File: config.mk
export PLATFORM = sky130hd
export DESIGN_NAME = vcd_value_change_to_sample_runs_top
export DESIGN_NICKNAME = d
export VERILOG_FILES = /design/src/rtl/vcdsr_pkg.sv /design/src/rtl/vcd_value_change_to_sample_runs_top.sv
export SDC_FILE = /design/constraint.sdc
export NUM_CORES = 1
export LEC_CHECK = 0
export ABC_AREA = 1
export CORE_MARGIN = 2
export CORE_UTILIZATION = 42
export CTS_BUF_LIST = sky130_fd_sc_hd__clkbuf_4 sky130_fd_sc_hd__clkbuf_8 sky130_fd_sc_hd__clkbuf_16
export DETAILED_ROUTE_END_ITERATION = 6
export DONT_BUFFER_PORTS = 1
export SETUP_SLACK_MARGIN = 0.15
export SYNTH_ARGS = -nofsm -noshare
export SYNTH_HDL_FRONTEND = slang
export SYNTH_SLANG_ARGS = --single-unit
File: constraint.sdc
create_clock -name clk -period 11.85 [get_ports clk]
set_clock_uncertainty 0.05 [all_clocks]
set_input_delay 2.37 -clock clk [delete_from_list [all_inputs] [get_ports clk]]
set_output_delay 2.37 -clock clk [all_outputs]
set_load 0.01 [all_outputs]
File: src/rtl/vcdsr_pkg.sv
// Package for the value change dump run extractor.
// Holds default sizes, the configuration map and the character codes.
// No dependencies.
package vcdsr_pkg;

    localparam int PROBES_DEF   = 8;
    localparam int ID_CHARS_DEF = 4;

    // Configuration map: probe_id_0 .. probe_id_7 at indexes 0 .. 7.
    localparam int NUM_REGS  = 8;
    localparam int CFG_IDX_W = 3;
    localparam int REG_W     = 32;

    localparam int STAMP_W  = 64;
    localparam int SAMPLE_W = 8;
    localparam int BYTE_W   = 8;
    localparam int WINDOW_W = 24;

    localparam logic [WINDOW_W-1:0] WINDOW_DOLLAR_EN = 24'h24656E;

    localparam logic [7:0] CH_HASH   = 8'h23;
    localparam logic [7:0] CH_DOLLAR = 8'h24;
    localparam logic [7:0] CH_ZERO   = 8'h30;
    localparam logic [7:0] CH_ONE    = 8'h31;
    localparam logic [7:0] CH_NINE   = 8'h39;
    localparam logic [7:0] CH_UP_X   = 8'h58;
    localparam logic [7:0] CH_UP_Z   = 8'h5A;
    localparam logic [7:0] CH_LO_X   = 8'h78;
    localparam logic [7:0] CH_LO_Z   = 8'h7A;
    localparam logic [7:0] CH_LO_D   = 8'h64;
    localparam logic [7:0] CH_SPACE  = 8'h20;
    localparam logic [7:0] CH_TAB    = 8'h09;
    localparam logic [7:0] CH_CR     = 8'h0D;

    typedef enum logic [1:0] {
        KIND_OTHER     = 2'd0,
        KIND_STAMP     = 2'd1,
        KIND_DIRECTIVE = 2'd2,
        KIND_VALUE     = 2'd3
    } token_kind_t;

endpackage

File: src/rtl/vcd_value_change_to_sample_runs_top.sv
// Value change dump run extractor, top level.
// Tokenizes the dump's data section and emits runs of held probe levels.
// Depends on vcdsr_pkg.
//
// Takes one text byte per cycle on the slave stream and returns a run on the
// master stream for each timestamp after the first that differs from the one
// before; the run carries the probe levels held until then and the tick count
// between the two stamps. All parsing of a byte happens in the cycle of its
// transfer against the parser registers, and the run lands in an output
// register, so a byte is taken every cycle; the input stalls only while that
// output register is full and the downstream side does not take it. The run
// appears in the cycle after the stamp-ending white space byte. The user must
// write probe identifiers through the configuration port only while no byte is
// in flight (the block does not check); a write to an index at or beyond PROBES is ignored.
module vcd_value_change_to_sample_runs_top #(
    parameter int PROBES   = vcdsr_pkg::PROBES_DEF,
    parameter int ID_CHARS = vcdsr_pkg::ID_CHARS_DEF
) (
    input  logic                           clk,
    input  logic                           rst_n,
    // configuration writes
    input  logic                           cfg_wen,
    input  logic [vcdsr_pkg::CFG_IDX_W-1:0] cfg_index,
    input  logic [vcdsr_pkg::REG_W-1:0]     cfg_wdata,
    // text byte stream
    input  logic                           s_tvalid,
    output logic                           s_tready,
    input  logic [7:0]                     s_tdata,   // [7:0] text_byte
    // run stream
    output logic                           m_tvalid,
    input  logic                           m_tready,
    output logic [71:0]                    m_tdata    // [7:0] sample_bits, [71:8] run_length
);

    localparam int IDW   = 8 * ID_CHARS;
    localparam int CMP_W = (IDW > vcdsr_pkg::REG_W) ? IDW : vcdsr_pkg::REG_W;
    localparam int LEN_W = $clog2(ID_CHARS + 1);
    localparam int SW    = vcdsr_pkg::STAMP_W;

    typedef enum logic [2:0] {
        MODE_IDLE   = 3'd0,
        MODE_TOKEN  = 3'd1,
        MODE_IDWAIT = 3'd2,
        MODE_IDENT  = 3'd3,
        MODE_SKIP   = 3'd4
    } mode_t;

    mode_t                            mode_reg, mode_next;
    vcdsr_pkg::token_kind_t           kind_reg, kind_next;
    logic [LEN_W-1:0]                 len_reg, len_next;
    logic [SW-1:0]                    stamp_reg, stamp_next;
    logic                             ended_reg, ended_next;
    logic [SW-1:0]                    last_reg, last_next;
    logic                             seen_reg, seen_next;
    logic [PROBES-1:0]                levels_reg, levels_next;
    logic [IDW-1:0]                   ident_reg, ident_next;
    logic                             long_reg, long_next;
    logic                             pending_reg, pending_next;
    logic [vcdsr_pkg::WINDOW_W-1:0]   window_reg, window_next;
    logic [vcdsr_pkg::REG_W-1:0]      probe_id_reg [PROBES];

    logic                             out_valid_reg;
    logic [vcdsr_pkg::SAMPLE_W-1:0]   out_sample_reg;
    logic [SW-1:0]                    out_run_reg;

    logic                             accept;
    logic                             out_load;
    logic [7:0]                       c;
    logic                             ws;
    logic                             digit;
    logic                             value_char;
    logic [SW+3:0]                    mac;
    logic [SW-1:0]                    stamp_step;
    logic [SW-1:0]                    run;
    logic [IDW-1:0]                   add_buf;
    logic [LEN_W-1:0]                 add_len;
    logic                             add_long;
    logic [CMP_W-1:0]                 ident_cmp;
    logic [CMP_W-1:0]                 id_cmp;
    logic                             hit;
    logic [PROBES-1:0]                matched_levels;

    assign accept   = s_tvalid && s_tready;
    assign s_tready = !out_valid_reg || m_tready;
    assign m_tvalid = out_valid_reg;
    assign m_tdata  = {out_run_reg, out_sample_reg};

    assign c     = s_tdata;
    assign ws    = (c == vcdsr_pkg::CH_SPACE) ||
                   (c >= vcdsr_pkg::CH_TAB && c <= vcdsr_pkg::CH_CR);
    assign digit = (c >= vcdsr_pkg::CH_ZERO) && (c <= vcdsr_pkg::CH_NINE);
    assign value_char = (c == vcdsr_pkg::CH_ZERO) || (c == vcdsr_pkg::CH_ONE) ||
                        (c == vcdsr_pkg::CH_LO_X) || (c == vcdsr_pkg::CH_UP_X) ||
                        (c == vcdsr_pkg::CH_LO_Z) || (c == vcdsr_pkg::CH_UP_Z);

    // accum * 10 + digit; anything past 64 bits saturates
    assign mac = ({4'b0, stamp_reg} << 3) + ({4'b0, stamp_reg} << 1)
               + {{(SW - 4){1'b0}}, 4'b0, (c[3:0] - vcdsr_pkg::CH_ZERO[3:0])};
    assign stamp_step = (|mac[SW+3:SW]) ? {SW{1'b1}} : mac[SW-1:0];

    assign run = stamp_reg - last_reg;

    // append one character to the identifier buffer
    always_comb
    begin
        add_buf  = ident_reg;
        add_len  = len_reg;
        add_long = long_reg;
        if (len_reg < LEN_W'(ID_CHARS))
        begin
            for (int j = 0; j < ID_CHARS; j++)
            begin
                if (len_reg == LEN_W'(j))
                begin
                    add_buf[j*8 +: 8] = c;
                end
            end
            add_len = len_reg + LEN_W'(1);
        end
        else
        begin
            add_long = 1'b1;
        end
    end

    // first probe whose identifier equals the buffer takes the pending level
    always_comb
    begin
        ident_cmp      = CMP_W'(ident_reg);
        hit            = 1'b0;
        matched_levels = levels_reg;
        id_cmp         = '0;
        for (int k = 0; k < PROBES; k++)
        begin
            id_cmp = CMP_W'(probe_id_reg[k]);
            if (!hit && !long_reg && (probe_id_reg[k] != '0) && (id_cmp == ident_cmp))
            begin
                hit               = 1'b1;
                matched_levels[k] = pending_reg;
            end
        end
    end

    always_comb
    begin
        mode_next    = mode_reg;
        kind_next    = kind_reg;
        len_next     = len_reg;
        stamp_next   = stamp_reg;
        ended_next   = ended_reg;
        last_next    = last_reg;
        seen_next    = seen_reg;
        levels_next  = levels_reg;
        ident_next   = ident_reg;
        long_next    = long_reg;
        pending_next = pending_reg;
        window_next  = window_reg;
        out_load     = 1'b0;
        if (accept)
        begin
            unique case (mode_reg)
                MODE_TOKEN:
                begin
                    if (ws)
                    begin
                        mode_next = MODE_IDLE;
                        case (kind_reg)
                            vcdsr_pkg::KIND_STAMP:
                            begin
                                if (len_reg != '0)
                                begin
                                    if (seen_reg)
                                    begin
                                        out_load = (run != '0);
                                    end
                                    seen_next = 1'b1;
                                    last_next = stamp_reg;
                                end
                            end
                            vcdsr_pkg::KIND_DIRECTIVE:
                            begin
                                mode_next   = MODE_SKIP;
                                window_next = '0;
                            end
                            vcdsr_pkg::KIND_VALUE:
                            begin
                                if (len_reg == '0 && !long_reg)
                                begin
                                    mode_next = MODE_IDWAIT;
                                end
                                else
                                begin
                                    levels_next = matched_levels;
                                end
                            end
                            default:
                            begin
                            end
                        endcase
                    end
                    else if (kind_reg == vcdsr_pkg::KIND_STAMP)
                    begin
                        if (len_reg == '0 && !digit)
                        begin
                            kind_next = vcdsr_pkg::KIND_OTHER;
                        end
                        else
                        begin
                            len_next = LEN_W'(1);
                            if (!ended_reg)
                            begin
                                if (digit)
                                begin
                                    stamp_next = stamp_step;
                                end
                                else
                                begin
                                    ended_next = 1'b1;
                                end
                            end
                        end
                    end
                    else if (kind_reg == vcdsr_pkg::KIND_VALUE)
                    begin
                        ident_next = add_buf;
                        len_next   = add_len;
                        long_next  = add_long;
                    end
                end
                MODE_IDWAIT:
                begin
                    if (!ws)
                    begin
                        ident_next        = '0;
                        ident_next[7:0]   = c;
                        len_next          = LEN_W'(1);
                        long_next         = 1'b0;
                        stamp_next        = '0;
                        ended_next        = 1'b0;
                        mode_next         = MODE_IDENT;
                    end
                end
                MODE_IDENT:
                begin
                    if (ws)
                    begin
                        levels_next = matched_levels;
                        mode_next   = MODE_IDLE;
                    end
                    else
                    begin
                        ident_next = add_buf;
                        len_next   = add_len;
                        long_next  = add_long;
                    end
                end
                MODE_SKIP:
                begin
                    if (window_reg == vcdsr_pkg::WINDOW_DOLLAR_EN && c == vcdsr_pkg::CH_LO_D)
                    begin
                        mode_next   = MODE_IDLE;
                        window_next = '0;
                    end
                    else
                    begin
                        window_next = {window_reg[15:0], c};
                    end
                end
                default:
                begin
                    // idle, and any stray mode code
                    mode_next = MODE_IDLE;
                    if (!ws)
                    begin
                        len_next   = '0;
                        ident_next = '0;
                        long_next  = 1'b0;
                        stamp_next = '0;
                        ended_next = 1'b0;
                        if (c == vcdsr_pkg::CH_HASH)
                        begin
                            kind_next = vcdsr_pkg::KIND_STAMP;
                        end
                        else if (c == vcdsr_pkg::CH_DOLLAR)
                        begin
                            kind_next = vcdsr_pkg::KIND_DIRECTIVE;
                        end
                        else if (value_char)
                        begin
                            kind_next    = vcdsr_pkg::KIND_VALUE;
                            pending_next = (c == vcdsr_pkg::CH_ONE);
                        end
                        else
                        begin
                            kind_next = vcdsr_pkg::KIND_OTHER;
                        end
                        mode_next = MODE_TOKEN;
                    end
                end
            endcase
        end
    end

    always_ff @(posedge clk or negedge rst_n)
    begin
        if (!rst_n)
        begin
            mode_reg      <= MODE_IDLE;
            kind_reg      <= vcdsr_pkg::KIND_OTHER;
            len_reg       <= '0;
            stamp_reg     <= '0;
            ended_reg     <= 1'b0;
            last_reg      <= '0;
            seen_reg      <= 1'b0;
            levels_reg    <= '0;
            ident_reg     <= '0;
            long_reg      <= 1'b0;
            pending_reg   <= 1'b0;
            window_reg    <= '0;
            out_valid_reg <= 1'b0;
            for (int k = 0; k < PROBES; k++)
            begin
                probe_id_reg[k] <= '0;
            end
        end
        else
        begin
            mode_reg    <= mode_next;
            kind_reg    <= kind_next;
            len_reg     <= len_next;
            stamp_reg   <= stamp_next;
            ended_reg   <= ended_next;
            last_reg    <= last_next;
            seen_reg    <= seen_next;
            levels_reg  <= levels_next;
            ident_reg   <= ident_next;
            long_reg    <= long_next;
            pending_reg <= pending_next;
            window_reg  <= window_next;
            if (out_load)
            begin
                out_valid_reg <= 1'b1;
            end
            else if (m_tready)
            begin
                out_valid_reg <= 1'b0;
            end
            if (cfg_wen)
            begin
                for (int k = 0; k < PROBES; k++)
                begin
                    if (cfg_index == vcdsr_pkg::CFG_IDX_W'(k))
                    begin
                        probe_id_reg[k] <= cfg_wdata;
                    end
                end
            end
        end
    end

    // result payload, loaded with the run
    always_ff @(posedge clk)
    begin
        if (out_load)
        begin
            out_sample_reg <= vcdsr_pkg::SAMPLE_W'(levels_reg);
            out_run_reg    <= run;
        end
    end

endmodule
==> impl_metrics.env, run 1 <==
export IMPL_drtAntennaViolNets=0
export IMPL_setup_tns_ps=0
export IMPL_leakage_nw=19.1
export IMPL_hold_viol_final=0
export IMPL_synth_most_common_cell="nand2_1"
export IMPL_io_buffers=0
export IMPL_largest_reg_flops=224
export IMPL_cts_made_buffers=59
export IMPL_core_area_um2=83800
export IMPL_hp_class="reg2reg"
export IMPL_p_per_area_nw_per_um2=274
export IMPL_synth_cell_type_count=63
export IMPL_cts_sinks=533
export IMPL_setup_violations=0
export IMPL_worst_r2r_setup_slack_ps=7320
export IMPL_wirelength_um=121000
export IMPL_synth_area_um2=35600
export IMPL_routed_top_layer="met4"
export IMPL_multi_input_area_um2=18600
export IMPL_slowest_stage="fa_1"
export IMPL_ys_ff_latch=533
export IMPL_routedWlPerCell_um=20.0
export IMPL_setup_slack_ps=6410
export IMPL_vias=32800
export IMPL_nets=5130
export IMPL_dieArea_um2=87100
export IMPL_switching_power_mw=5.26
export IMPL_drv_cap=0
export IMPL_fp_row_count=106
export IMPL_crit_chain="fa_1 -> fa_1 -> nand3_1 -> nand2_1 -> nand2_1 -> nand3_2 -> nand2_1 -> o211ai_2 -> a21oi_4 -> o21bai_2 -> nand4_1 -> nand2_1 -> xor2_1 -> nor2_4 -> buf_4 -> nand3_1 -> nand2_1 -> o21ai_1"
export IMPL_hold_path_depth=0
export IMPL_chipWidth_um=295
export IMPL_fin_cells=6067
export IMPL_cts_buffer_depth=3
export IMPL_status="completed"
export IMPL_drtPass1Iterations=6
export IMPL_dp_cells=5958
export IMPL_pre_cts_slack_ps=5810
export IMPL_route_met2_wl_um=47300
export IMPL_syn_to_final_growth_pct=8.78
export IMPL_synthCells=4936
export IMPL_ir_drop_mv=0.239
export IMPL_worstMarginPinSlew_ps=1480
export IMPL_synth_main_ff_cell="dfrtp_1"
export IMPL_cp_start_kind="primary input"
export IMPL_clk_insertion_delay_late_ps=670
export IMPL_ys_async_sr_fraction_pct=86.5
export IMPL_relSlewSlack_pct=1.25
export IMPL_ys_top_cells_by_area="dfrtp_1 (32%), nand2_1 (15%), inv_1 (7.7%)"
export IMPL_die_y_um=295
export IMPL_power_frac_comb_pct=53.6
export IMPL_antenna_found_initial=2
export IMPL_drcViolationCount=0
export IMPL_cts_tree="built"
export IMPL_seq_area_um2=13700
export IMPL_seqPwrFrac_pct=27.7
export IMPL_synth_warning_count=0
export IMPL_crit_arrival_ps=5890
export IMPL_met1_length_um=60600
export IMPL_hold_slack_ps=415
export IMPL_ys_top_cells_by_count="nand2_1 (1424), inv_1 (733), dfrtp_1 (461)"
export IMPL_avgSynthCellArea_um2=7.21
export IMPL_gp_congestion=0.963
export IMPL_hold_buffers=0
export IMPL_intPower_mw=5.34
export IMPL_hold_end="out_sample_reg[2]"
export IMPL_cp_max_fo=59
export IMPL_yosysSeqAreaShare_pct=38.5
export IMPL_grt_max_degree=462
export IMPL_start_util_pct=42.4
export IMPL_grt_pass1_vias=30300
export IMPL_grt_remaining_overflow=0
export IMPL_min_period_over_period_pct=45.9
export IMPL_rr_endpoint="out_run_reg[13]"
export IMPL_io_pins=122
export IMPL_worst_setup_path_type="in2reg"
export IMPL_switching_share_pct=49.7
export IMPL_hold_start="levels_reg[2]"
export IMPL_worstPathRequired_ps=12300
export IMPL_cts_root_buffer="clkbuf_16"
export IMPL_crit_top_cell="nand2_1"
export IMPL_cts_setup_buffers=0
export IMPL_fmaxAchievable_mhz=184
export IMPL_grt_setup_unrepaired="no"
export IMPL_synth_enable_flop_cells=72
export IMPL_wl_met3_um=10100
export IMPL_clk_pin_slew_ps=60
export IMPL_p_clk_share_pct=18.8
export IMPL_first_iter_violations=3193
export IMPL_synth_area_leader_cell="dfrtp_1"
export IMPL_hpwl_um=95400
export IMPL_yosysTopAreaCellShare_pct=32.4
export IMPL_r2r_start="stamp_reg[0]"
export IMPL_r2r_cells=21
export IMPL_fill_cells=8666
export IMPL_grt_pass1_wl_um=185000
export IMPL_syn_nets=5181
export IMPL_slew_violations=0
export IMPL_worst_path_largest_cell_delay_ps=520
export IMPL_fin_crit_ps=5440
export IMPL_via_per_inst=5.41
export IMPL_layout_drive_gt1_share_pct=3.65
export IMPL_track_usage_pct=27.6
export IMPL_crit_path_end_kind="flip-flop"
export IMPL_htree_levels=2
export IMPL_cts_repair_resize_count=0
-- kinds of logic (layout without fill, tap and decap cells) --
logic type / after synthesis / count (layout) / share of synthesized area [%]
compound gates: 828 / 828 / 12.9
xor+xnor: 195 / 195 / 4.80
fa+ha+maj: 197 / 197 / 6.99
buf+inv: 871 / 867 / 9.43
flops: 533 / 533 / 38.5
mux: 1 / 1 / 0.0316
other cells: 0 / 1 / 0
simple gates: 2311 / 2311 / 27.3
-- metrics by stage --
| stage | total power, mW | area, µm² | utilization, % |
|---|---|---|---|
| after detailed placement | 8.47 | 36600 | 43.7 |
| after CTS | 10.5 | 38700 | 46.2 |
| after global routing | 11.4 | 38700 | 46.2 |
| after floorplan | 6.74 | 35600 | - |
| final | 10.6 | 38700 | 46.2 |
| after global placement | 8.49 | 36600 | 43.7 |
-- critical path, delay by kind of cell --
| family | cells | cell delay, ps |
|---|---|---|
| AOI/OAI and AO/OA | 4 | 610 |
| and+or+nand+nor | 10 | 1120 |
| buffers and inverters | 1 | 520 |
| adders and majority gates | 2 | 1000 |
| xor gates and xnor gates | 1 | 190 |
-- final cells by class --
class	instances	share of cell area [%]
Timing Repair Buffer	14	0.272
Inverter	745	7.23
Clock inverter	32	1.21
Sequential cell	533	35.4
Multi-Input combinational cell	3532	48.0
Antenna cell	1	0.00647
Tap cell	1134	3.67
Clock buffer	76	4.24
-- how the worst max path moves through the flow --
stage          depth (start not counted)              to  slack, ps  startpoint
2_1_floorplan                          6  out_run_reg[0]       5240    m_tready
3_3_place_gp                          18   stamp_reg[52]       5890  s_tdata[3]
3_5_place_dp                          18   stamp_reg[14]       5810  s_tdata[3]
4_1_cts                               18   stamp_reg[14]       6490  s_tdata[3]
5_1_grt                               18   stamp_reg[14]       6210  s_tdata[3]
6_report                              18   stamp_reg[12]       6410  s_tdata[3]
-- cell usage in the layout, fill, tap and decap left out, types with 32 or more instances in the layout --
cell type / n
a21oi_1: 211
clkbuf_16: 59
dfrtp_1: 461
edfxtp_1: 72
ha_1: 194
inv_1: 733
nand2_1: 1417
nand3_1: 186
nand3b_1: 32
nand4_1: 84
nor2_1: 385
nor3_1: 37
nor4_1: 104
o21ai_0: 410
o21ai_1: 34
o22ai_1: 50
xnor2_1: 101
xor2_1: 94
-- power groups by stage --
stage	clock (mW)	combinational, mW	sequential [mW]
2_1_floorplan	0	4.17	2.57
3_3_place_gp	0	5.56	2.93
3_5_place_dp	0	5.54	2.93
4_1_cts	2.03	5.56	2.90
5_1_grt	2.10	6.32	2.96
6_report	1.99	5.68	2.93
-- routing by layer --
layer	vias to the layer above	track usage [%]
met3	194	4.32
met1	15400	44.1
met2	1255	37.9
met5	-	0
met4	0	7.61
li1	15900	-
No activity file was read; power rests on OpenSTA's default activity.
==> run 2, diff against run 1 <==
--- a/config.mk
+++ b/config.mk
@@ -5,7 +5,7 @@
 export SDC_FILE = /design/constraint.sdc
 export NUM_CORES = 1
 export LEC_CHECK = 0
-export ABC_AREA = 1
+export ABC_AREA = 0
 export CORE_MARGIN = 2
 export CORE_UTILIZATION = 42
 export CTS_BUF_LIST = sky130_fd_sc_hd__clkbuf_4 sky130_fd_sc_hd__clkbuf_8 sky130_fd_sc_hd__clkbuf_16
==> constraint.sdc (replaced) <==
create_clock -name clk -period 4.4 [get_ports clk]
set_clock_uncertainty 0.05 [all_clocks]
set_input_delay 0.88 -clock clk [delete_from_list [all_inputs] [get_ports clk]]
set_output_delay 0.88 -clock clk [all_outputs]
set_load 0.01 [all_outputs]
==> impl_metrics.env, run 2 <==
export IMPL_crit_path_end_kind="flip-flop"
export IMPL_routed_top_layer="met4"
export IMPL_layout_drive_gt1_share_pct=23.4
export IMPL_synth_enable_flop_cells=72
export IMPL_p_per_area_nw_per_um2=666
export IMPL_dieArea_um2=80100
export IMPL_ys_top_cells_by_count="dfrtp_1 (461), mux2_2 (258), nand2_1 (236), o21ai_0 (236), xor2_1 (226)"
export IMPL_fp_row_count=102
export IMPL_leakage_nw=17.1
export IMPL_synth_area_leader_cell="dfrtp_1"
export IMPL_grt_pass1_vias=25500
export IMPL_met1_length_um=45400
export IMPL_layout_common_cells="dfrtp_1 (459), mux2_2 (258), buf_4 (253), nand2_1 (235), xor2_1 (226)"
export IMPL_hp_class="in2async"
export IMPL_pre_cts_slack_ps=-328
export IMPL_synth_most_common_cell="dfrtp_1"
export IMPL_synthCells=3253
export IMPL_wl_met3_um=5690
export IMPL_grt_max_degree=462
export IMPL_cts_sinks=533
export IMPL_drtAntennaViolNets=0
export IMPL_cts_buffer_depth=3
export IMPL_hpwl_um=77100
export IMPL_cts_root_buffer="clkbuf_16"
export IMPL_dpl_cell_area_um2=35400
export IMPL_min_period_over_period_pct=98.8
export IMPL_violations="hold timing, slew limit"
export IMPL_antenna_found_initial=2
export IMPL_setup_tns_ps=0
export IMPL_seq_area_um2=13700
export IMPL_fmaxAchievable_mhz=230
export IMPL_chipWidth_um=283
export IMPL_cts_made_buffers=60
export IMPL_diodes=0
export IMPL_start_util_pct=42.4
export IMPL_synth_main_ff_cell="dfrtp_1"
export IMPL_synth_warning_count=0
export IMPL_routedWlPerCell_um=23.1
export IMPL_worstMarginPinSlew_ps=2250
export IMPL_first_iter_violations=2130
export IMPL_worst_setup_path_type="reg2reg"
export IMPL_setup_violations=0
export IMPL_setup_slack_ps=53.3
export IMPL_status="finished, violations left"
export IMPL_avgSynthCellArea_um2=10.1
export IMPL_hold_slack_ps=-57.9
export IMPL_ys_async_sr_fraction_pct=86.5
export IMPL_syn_to_final_growth_pct=18.8
export IMPL_stdcell_area_um2=38800
export IMPL_cp_max_fo=16
export IMPL_ir_drop_mv=0.522
export IMPL_drcViolationCount=0
export IMPL_fill_cells=7023
export IMPL_relSlewSlack_pct=-50.0
export IMPL_grt_setup_unrepaired="yes"
export IMPL_gp_congestion=0.959
export IMPL_drtPass1Iterations=6
export IMPL_htree_levels=2
export IMPL_nets=3661
export IMPL_core_area_um2=77200
export IMPL_yosysTopAreaCellShare_pct=35.3
export IMPL_io_buffers=0
export IMPL_largest_reg_flops=224
export IMPL_cp_start_kind="flip-flop"
export IMPL_mostFrequentLayoutCell="dfrtp_1"
export IMPL_track_usage_pct=24.9
export IMPL_hold_viol_final=14
export IMPL_route_met2_wl_um=48200
export IMPL_yosysSeqAreaShare_pct=41.9
export IMPL_worstPathRequired_ps=4740
export IMPL_ys_ff_latch=533
export IMPL_clk_insertion_delay_late_ps=650
export IMPL_multi_input_area_um2=18800
export IMPL_grt_pass1_wl_um=156000
export IMPL_fin_crit_ps=4350
export IMPL_vias=26300
export IMPL_wirelength_um=104000
export IMPL_via_per_inst=5.85
export IMPL_drv_cap=0
export IMPL_ys_top_cells_by_area="dfrtp_1 (35%), mux2_2 (8.9%), ha_1 (7.4%)"
export IMPL_syn_nets=3498
export IMPL_io_pins=122
export IMPL_crit_arrival_ps=4690
export IMPL_synth_cell_type_count=88
export IMPL_finalPower_mw=25.9
export IMPL_grt_remaining_overflow=0
export IMPL_clk_pin_slew_ps=60
export IMPL_slew_violations=284
export IMPL_die_y_um=283
export IMPL_synth_area_um2=32700
export IMPL_cts_tree="built"
[run 2: cell types whose count changed after synthesis, moves of 57 or more]
cell	delta
nand2_1	-1188
mux2_2	+257
o21ai_0	-174
xor2_1	+132
inv_1	-614
clkbuf_1	+57
nand3_1	-133
nor2_1	-265
[run 2: path summary, 6_finish.rpt]
path	slack [ps]	from	depth (start not counted)	to
setup / recovery	50	stamp_reg[0]	18	out_sample_reg[3]
hold / removal	-60	rst_n	0	probe_id_reg[255]
setup reg to reg	50	stamp_reg[0]	18	out_sample_reg[3]
hold reg to reg	380	levels_reg[5]	0	out_sample_reg[5]
max in group asynchronous	2470	rst_n	0	stamp_reg[32]
min in group clk	310	cfg_wdata[31]	2	probe_id_reg[127]
[run 2: logic make-up after synthesis]
kind of cell               count (synthesis)  share of synthesized area [%]
buffers and inverters                    297                           3.57
muxes                                    268                           9.19
DFF                                      533                           41.9
AOI/OAI and AO/OA                        786                           15.3
and+or+nand+nor                          815                           12.9
adders and majority gates                197                           7.61
xor gates and xnor gates                 357                           9.56
[run 2: timing repair]
item,4_1_cts,5_1_grt
setup endpoints to repair,130,137
gates resized for setup,20,144
setup buffers,2,16
pin swaps,6,42
gates cloned,0,10
hold endpoints to repair,461,378
[run 2: per-stage QoR]
step,util [%],std cells
CTS,48.8,4480
floorplan,-,3253
finish,50.3,4506
global route,50.3,4506
global placement,45.8,4366
detailed placement,45.8,4366
[run 2: area by class of cell]
cell class	count	area share, %
multi-input cells	2424	48.5
flip-flops and latches	533	35.3
repair buffers	277	6.06
clock buffers	82	4.54
well taps	1040	3.35
inverters	120	1.18
clock inverters	30	1.14
[run 2: per-layer routing]
metal,up-vias,global-route usage [%]
met5,-,0
met3,218,3.82
li1,12300,-
met1,13000,33.9
met4,0,9.53
met2,811,40.1
[run 2: critical path, stage by stage (launching register included)]
cell and delay (ps):
dfrtp_1 370, inv_1 90, ha_2 200, fa_2 220
nand2b_4 130, o2bb2ai_4 160, a211oi_2 120, buf_4 160
o211a_4 250, o2111a_2 310, or4b_4 540, a311oi_2 250
nor4b_4 260, nand4_1 130, nor4_2 260, buf_4 190
nor2_4 40, buf_12 160, buf_12 160
[run 2: report_power, final]
group | internal, mW | leakage, nW | switching [mW]
Sequential | 6.05 | 6.18 | 1.47
Clock | 3.35 | 1.09 | 2.20
Combinational | 5.49 | 9.78 | 7.31
Total | 14.9 | 17.1 | 11.0
